--- config.mk ---
export PLATFORM = sky130hd
export DESIGN_NAME = start_delimited_frame_parser
export DESIGN_NICKNAME = d
export VERILOG_FILES = /design/src/rtl/sdfp_pkg.sv /design/src/rtl/sdfp_collector.sv /design/src/rtl/start_delimited_frame_parser.sv
export VERILOG_INCLUDE_DIRS = /design/src /design/src/rtl
export SDC_FILE = /design/constraint.sdc
export NUM_CORES = 1
export LEC_CHECK = 0
export ABC_AREA = 1
export BUFFER_PORTS_ARGS = -buffer_cell sky130_fd_sc_hd__buf_2
export CORE_UTILIZATION = 40
export DETAILED_ROUTE_END_ITERATION = 10
export MAX_ROUTING_LAYER = met4
export PLACE_DENSITY = 0.59
export SYNTH_ARGS = -nofsm -noshare
export SYNTH_HDL_FRONTEND = slang
export SYNTH_SLANG_ARGS = --single-unit
--- constraint.sdc ---
create_clock -name clk -period 13.1 [get_ports clk]
set_clock_uncertainty 0.05 [all_clocks]
set_input_delay 1.965 -clock clk [delete_from_list [all_inputs] [get_ports clk]]
set_output_delay 1.965 -clock clk [all_outputs]
set_load 0.05 [all_outputs]
--- src/rtl/start_delimited_frame_parser_defines.svh ---
// ----------------------------------------------------------------------------
// Start-delimited frame parser assertion macros
// Concurrent assertion wrappers, clocked on clk; compiled out by ASSERT_OFF.
// ----------------------------------------------------------------------------
`ifndef START_DELIMITED_FRAME_PARSER_DEFINES_SVH
`define START_DELIMITED_FRAME_PARSER_DEFINES_SVH

`ifndef ASSERT_OFF
`define SDFP_ASSERT(lbl, prop, msg) \
    lbl: assert property (@(posedge clk) disable iff (!rst_n) prop) else $error(msg);
`define SDFP_ASSERT_ALWAYS(lbl, prop, msg) \
    lbl: assert property (@(posedge clk) prop) else $error(msg);
`else
`define SDFP_ASSERT(lbl, prop, msg)
`define SDFP_ASSERT_ALWAYS(lbl, prop, msg)
`endif

`endif

--- src/rtl/sdfp_pkg.sv ---
// ----------------------------------------------------------------------------
// Start-delimited frame parser package
// Shared types and constants for the frame parser.
// ----------------------------------------------------------------------------
package sdfp_pkg;

    localparam int PAYLOAD_BYTES = 12;
    localparam int MARKER_BYTES  = 4;
    localparam int CNT_W         = 4;
    localparam int WORD_W        = 32;

    localparam logic [7:0]        START_BYTE_RST = 8'h7E;
    localparam logic [WORD_W-1:0] END_MARKER_RST = 32'h7FFF_FFFF;

    typedef enum logic [0:0] {
        REG_START_BYTE = 1'b0,
        REG_END_MARKER = 1'b1
    } reg_index_t;

    typedef enum logic [1:0] {
        PH_HUNT    = 2'd0,
        PH_PAYLOAD = 2'd1,
        PH_MARKER  = 2'd2
    } phase_t;

    typedef enum logic [1:0] {
        ST_OK        = 2'd0,
        ST_BAD_END   = 2'd1,
        ST_BAD_START = 2'd2
    } status_t;

    typedef struct packed {
        logic signed [WORD_W-1:0] word_one;
        logic signed [WORD_W-1:0] word_two;
        logic signed [WORD_W-1:0] word_three;
        status_t                  status;
    } result_t;

endpackage

--- src/rtl/sdfp_collector.sv ---
// ----------------------------------------------------------------------------
// Frame collector
// Hunts for the start byte, shifts in payload and marker bytes, and forms
// the result for the byte that ends or rejects a frame.
// ----------------------------------------------------------------------------
module sdfp_collector (
    input  logic                    clk,
    input  logic                    rst_n,
    input  logic                    take,
    input  logic [7:0]              rx_byte,
    input  logic [7:0]              start_byte,
    input  logic [31:0]             end_marker,
    output logic                    res_valid,
    output sdfp_pkg::result_t       res
);
    import sdfp_pkg::*;

    localparam int PAY_W = PAYLOAD_BYTES * 8;

    phase_t            phase_reg, phase_next;
    logic [CNT_W-1:0]  count_reg, count_next;
    logic [PAY_W-1:0]  payload_reg;
    logic [WORD_W-1:0] marker_reg;
    logic [WORD_W-1:0] marker_full;

    assign marker_full = {marker_reg[WORD_W-9:0], rx_byte};

    // next state
    always_comb
    begin
        phase_next = phase_reg;
        count_next = count_reg;
        if (take)
        begin
            unique case (phase_reg)
                PH_PAYLOAD:
                begin
                    if (count_reg == CNT_W'(PAYLOAD_BYTES - 1))
                    begin
                        phase_next = PH_MARKER;
                        count_next = '0;
                    end
                    else
                    begin
                        count_next = count_reg + 1'b1;
                    end
                end
                PH_MARKER:
                begin
                    if (count_reg == CNT_W'(MARKER_BYTES - 1))
                    begin
                        phase_next = PH_HUNT;
                        count_next = '0;
                    end
                    else
                    begin
                        count_next = count_reg + 1'b1;
                    end
                end
                default:
                begin
                    count_next = '0;
                    phase_next = (rx_byte == start_byte) ? PH_PAYLOAD : PH_HUNT;
                end
            endcase
        end
    end

    // outputs
    always_comb
    begin
        res_valid      = 1'b0;
        res.word_one   = '0;
        res.word_two   = '0;
        res.word_three = '0;
        res.status     = ST_OK;
        unique case (phase_reg)
            PH_PAYLOAD:
            begin
                res_valid = 1'b0;
            end
            PH_MARKER:
            begin
                if (take && count_reg == CNT_W'(MARKER_BYTES - 1))
                begin
                    res_valid = 1'b1;
                    if (marker_full == end_marker)
                    begin
                        res.word_one   = payload_reg[PAY_W-1 -: WORD_W];
                        res.word_two   = payload_reg[PAY_W-WORD_W-1 -: WORD_W];
                        res.word_three = payload_reg[WORD_W-1:0];
                        res.status     = ST_OK;
                    end
                    else
                    begin
                        res.status = ST_BAD_END;
                    end
                end
            end
            default:
            begin
                if (take && rx_byte != start_byte)
                begin
                    res_valid  = 1'b1;
                    res.status = ST_BAD_START;
                end
            end
        endcase
    end

    always_ff @(posedge clk or negedge rst_n)
    begin
        if (!rst_n)
        begin
            phase_reg <= PH_HUNT;
            count_reg <= '0;
        end
        else
        begin
            phase_reg <= phase_next;
            count_reg <= count_next;
        end
    end

    // byte shift lines, big-endian
    always_ff @(posedge clk)
    begin
        if (take && phase_reg == PH_PAYLOAD)
        begin
            payload_reg <= {payload_reg[PAY_W-9:0], rx_byte};
        end
        if (take && phase_reg == PH_MARKER)
        begin
            marker_reg <= marker_full;
        end
    end

endmodule

--- src/rtl/start_delimited_frame_parser.sv ---
// ----------------------------------------------------------------------------
// Start-delimited frame parser
// Parses start byte, 12 payload bytes and a 4-byte end marker into three
// signed words, with status words for bad starts and bad markers.
//
//  channel  signals                          word
//  in       in_valid / in_ready              rx_byte
//  out      out_valid / out_ready            word_one..three, frame_status
//  cfg      cfg_write, cfg_index, cfg_data   start_byte, end_marker
//
// One byte per cycle while in_ready is high; a result is formed from its last byte and registered.
// Reset: hunting, start_byte 0x7E, end_marker 0x7FFFFFFF.
// An output register plus one skid entry keep input taking bytes while a
// result waits; in_ready drops only while the skid entry is full.
// ----------------------------------------------------------------------------
module start_delimited_frame_parser (
    input  logic               clk,
    input  logic               rst_n,
    input  logic               in_valid,
    output logic               in_ready,
    input  logic [7:0]         rx_byte,
    output logic               out_valid,
    input  logic               out_ready,
    output logic signed [31:0] word_one,
    output logic signed [31:0] word_two,
    output logic signed [31:0] word_three,
    output logic [1:0]         frame_status,
    input  logic               cfg_write,
    input  logic [0:0]         cfg_index,
    input  logic [31:0]        cfg_data
);
    import sdfp_pkg::*;

    logic [7:0]        start_byte_reg;
    logic [WORD_W-1:0] end_marker_reg;
    logic              take;
    logic              res_valid;
    result_t           res;
    logic              out_valid_reg, out_valid_next;
    logic              skid_valid_reg, skid_valid_next;
    result_t           out_reg, out_next;
    result_t           skid_reg, skid_next;
    logic              pop;

    assign in_ready = !skid_valid_reg;
    assign take     = in_valid && in_ready;
    assign pop      = out_valid_reg && out_ready;

    always_ff @(posedge clk or negedge rst_n)
    begin
        if (!rst_n)
        begin
            start_byte_reg <= START_BYTE_RST;
            end_marker_reg <= END_MARKER_RST;
        end
        else if (cfg_write)
        begin
            unique case (reg_index_t'(cfg_index))
                REG_START_BYTE: start_byte_reg <= cfg_data[7:0];
                REG_END_MARKER: end_marker_reg <= cfg_data;
                default:        start_byte_reg <= start_byte_reg;
            endcase
        end
    end

    sdfp_collector u_collector (
        .clk        (clk),
        .rst_n      (rst_n),
        .take       (take),
        .rx_byte    (rx_byte),
        .start_byte (start_byte_reg),
        .end_marker (end_marker_reg),
        .res_valid  (res_valid),
        .res        (res)
    );

    always_comb
    begin
        out_valid_next  = out_valid_reg;
        skid_valid_next = skid_valid_reg;
        out_next        = out_reg;
        skid_next       = skid_reg;
        if (pop)
        begin
            out_valid_next = skid_valid_reg;
            out_next       = skid_reg;
            skid_valid_next = 1'b0;
        end
        if (res_valid)
        begin
            if (out_valid_reg && !pop)
            begin
                skid_valid_next = 1'b1;
                skid_next       = res;
            end
            else
            begin
                out_valid_next = 1'b1;
                out_next       = res;
            end
        end
    end

    always_ff @(posedge clk or negedge rst_n)
    begin
        if (!rst_n)
        begin
            out_valid_reg  <= 1'b0;
            skid_valid_reg <= 1'b0;
        end
        else
        begin
            out_valid_reg  <= out_valid_next;
            skid_valid_reg <= skid_valid_next;
        end
    end

    always_ff @(posedge clk)
    begin
        out_reg  <= out_next;
        skid_reg <= skid_next;
    end

    assign out_valid    = out_valid_reg;
    assign word_one     = out_reg.word_one;
    assign word_two     = out_reg.word_two;
    assign word_three   = out_reg.word_three;
    assign frame_status = out_reg.status;

`include "start_delimited_frame_parser_defines.svh"

    `SDFP_ASSERT_ALWAYS(a_skid_needs_out, (!rst_n || !skid_valid_reg || out_valid_reg), "skid word without output word")
    `SDFP_ASSERT(a_bad_words_zero, (out_valid && frame_status != ST_OK) |-> (word_one == 0 && word_two == 0 && word_three == 0), "error word carries payload")
    `SDFP_ASSERT(a_status_code, out_valid |-> (frame_status == ST_OK || frame_status == ST_BAD_END || frame_status == ST_BAD_START), "reserved status code")

endmodule
==> impl_metrics.json <==
{
  "tritoncts.num_buffers": 40,
  "synth.ff_latch_count": 364,
  "slew_headroom_pct": 22.0,
  "finalNetCount": 1566,
  "dr_total_vias": 9904,
  "ys.warnings.count": 0,
  "routabilityCongestion": 0.757,
  "synthesis.nets": 1451,
  "syn-cell-area_um2": 15300,
  "wl_per_cell_um": 17.3,
  "postCtsSetupRepairBufs": 0,
  "initial_antenna_violation_count": 0,
  "timing.critical_path.buf_inv": 4,
  "worstSetupStartpointType": "input pin",
  "diodes": 0,
  "highest_fanout_seen_on_the_critical_path": 64,
  "cts.path.max_buffers": 3,
  "critical_path.most_common_cell": "sky130_fd_sc_hd__nand2_1",
  "cts_sinks": 364,
  "dieWidth_um": 198,
  "cts.clk_slew.worst_paths_ns": 0.06,
  "route.final.wire_length_um": 35600,
  "slew_violations": 0,
  "synth-seq-area-share_pct": 63.6,
  "hold_depth": 0,
  "rsz_0062_raised_after_global_routing": "false",
  "worst_pin_slew_ns": 1.17,
  "tritoncts": "done",
  "vias_per_cell": 4.81,
  "rows": 71,
  "power.density_nw_per_um2": 209,
  "critPathTopFamily": "simple AND/OR/NAND/NOR gates",
  "io_buffer_count": 145,
  "post_detailed_route_drc_marker_count": 0,
  "drive_gt1_share_pct": 27.0,
  "max-vdd-ir-drop_mv": 0.126,
  "maxCapViolations": 0,
  "critical-path-max-stage-delay_ns": 0.89,
  "final.fill_count": 3522,
  "area_delta_synth_final_pct": 16.4,
  "first_global_vias": 9687,
  "dr.first_iter.drc_count": 608,
  "synth.lib_cells_used.distinct": 30,
  "critPathCaptureType": "register",
  "postSynthAreaPerCell_um2": 10.9,
  "run_status": "finished, final reports clean",
  "design.die.area_um2": 39100,
  "design.portCount": 146,
  "final.hold.worst_slack_ns": 0.399,
  "number_of_routed_nets_with_antenna_violations": 0,
  "timing.final.crit_share_pct": 35.0,
  "netlist_instances": 1402,
  "start_util_pct": 40.7,
  "max_freq_mhz": 218,
  "largest_register_ffs": 98,
  "global_route.usage.total_pct": 19.0,
  "drt_pass_1_iters": 4,
  "timing_worst_setup_path_type": "in -> reg",
  "finalWorstPathRequiredPeriod_ns": 4.59,
  "timing.final.hold_violations": 0,
  "power_leakage_nw": 7.18,
  "arrival_ns": 4.69,
  "setup.reg_to_reg.worst_slack_ns": 9.54,
  "grt_start_max_net_pins": 101,
  "crit_chain": "buf_2 > inv_1 > nand2_1 > nand2_1 > nand2_1 > nor2_1 > nand2_1 > nand2_1 > nand2_1 > inv_1 > nor2_4 > buf_4",
  "number_of_failing_setup_endpoints_in_the_final_timing_report": 0,
  "die_y_um": 198,
  "hold_buffers": 0,
  "required_ns": 13.20,
  "tns_ns": 0,
  "depth_of_the_critical_timing_path_with_buffers_and_inverters_included": 12,
  "htree_levels": 2,
  "clock_tree.root_cell": "sky130_fd_sc_hd__clkbuf_16",
  "clk-insertion-delay-late_ns": 0.53,
  "globalRouteOverflowTotal": 0,
  "worstHoldPathType": "reg -> reg",
  "crit_path_max_delay_cell_type": "sky130_fd_sc_hd__buf_4",
  "core_area_um2": 37700,
  "dp_hpwl_um": 20800,
  "cts_resized": 0,
  "worst-r2r-cell-count": 9,
  "global_route_wire_length_before_repair_um": 55800
}
metrics by stage:
step | util, % | setup WS (ns) | std cells | area (um^2) | power [mW]
floorplan | - | 4.77 | 1402 | 15300 | 2.30
global placement | 43.7 | 7.98 | 1986 | 16500 | 2.56
detailed placement | 43.7 | 7.94 | 1986 | 16500 | 2.57
CTS | 47.4 | 8.48 | 2058 | 17900 | 3.77
global route | 47.4 | 8.22 | 2058 | 17900 | 3.90
finish | 47.4 | 8.51 | 2058 | 17900 | 3.73
layer usage:
layer	wire (um)	part of all wire (%)	GRT usage [%]	vias to the layer above
met4	631	1.8	4.91	0
met2	16800	47	29.9	187
li1	-	-	-	4949
met1	16700	47	25.6	4719
met3	1460	4.1	2.95	49
met5	0	0	-	-
worst paths after layout:
path / startpoint / end
min in group asynchronous: rst_n / end_marker_reg[31]
hold reg to reg: u_collector.payload_reg[55] / u_collector.payload_reg[63]
max in group asynchronous: rst_n / skid_valid_reg
setup reg to reg: u_collector.phase_reg[0] / skid_reg[26]
hold / removal: u_collector.payload_reg[55] / u_collector.payload_reg[63]
setup / recovery: rx_byte[7] / skid_reg[26]
Yosys cell counts (all sizes together):
cell,count,area (um^2)
a21oi,11,55.1
nand2,206,778
dfstp,37,972
buf,38,225
dfrtp,11,275
ha,3,37.5
a32o,1,10.0
dfxtp,98,1960
mux2i,1,10.0
o21ai,115,576
o22ai,3,18.8
xnor2,25,219
xor2,1,8.76
nor3,94,626
o31ai,1,7.51
clkbuf,49,184
inv,153,574
o211ai,1,7.51
edfxtp,218,6550
mux2,113,1270
nand3,98,490
nor2,125,484
layout by cell type, fill, tap and decap left out, drive strengths merged, types with 25 or more instances in the layout:
cell type,synthesis,layout
dfstp,37,37
o21ai,115,115
nor2,125,125
nand2,206,206
inv,153,153
dfxtp,98,98
buf,38,160
nand3,98,98
xnor2,25,25
clkbuf,49,53
mux2,113,113
nor3,94,94
edfxtp,218,218
cells by family after synthesis:
family | share of synthesized area, %
AND/OR/NAND/NOR | 15.5
multiplexers | 8.36
XOR/XNOR | 1.48
flip-flops | 63.6
adder cells (fa/ha/maj) | 0.245
buffers and inverters | 6.41
AO/OA/AOI/OAI | 4.40
report_power, final:
part	switching, mW	total (mW)	internal (mW)
logic	0.738	1.02	0.283
registers	0.110	1.52	1.41
clock network	0.450	1.19	0.744
total	1.30	3.73	2.43
cell type report:
class                           instances  area, um^2  area share, %
Clock buffer                           53        1130           6.33
Sequential cell                       364        9760           54.6
Clock inverter                         19         273           1.53
Tap cell                              511         639           3.58
Timing Repair Buffer                  160         838           4.69
Inverter                              153         574           3.22
Multi-Input combinational cell        798        4650           26.0
Note: power is estimated with default switching activity, not from simulation.
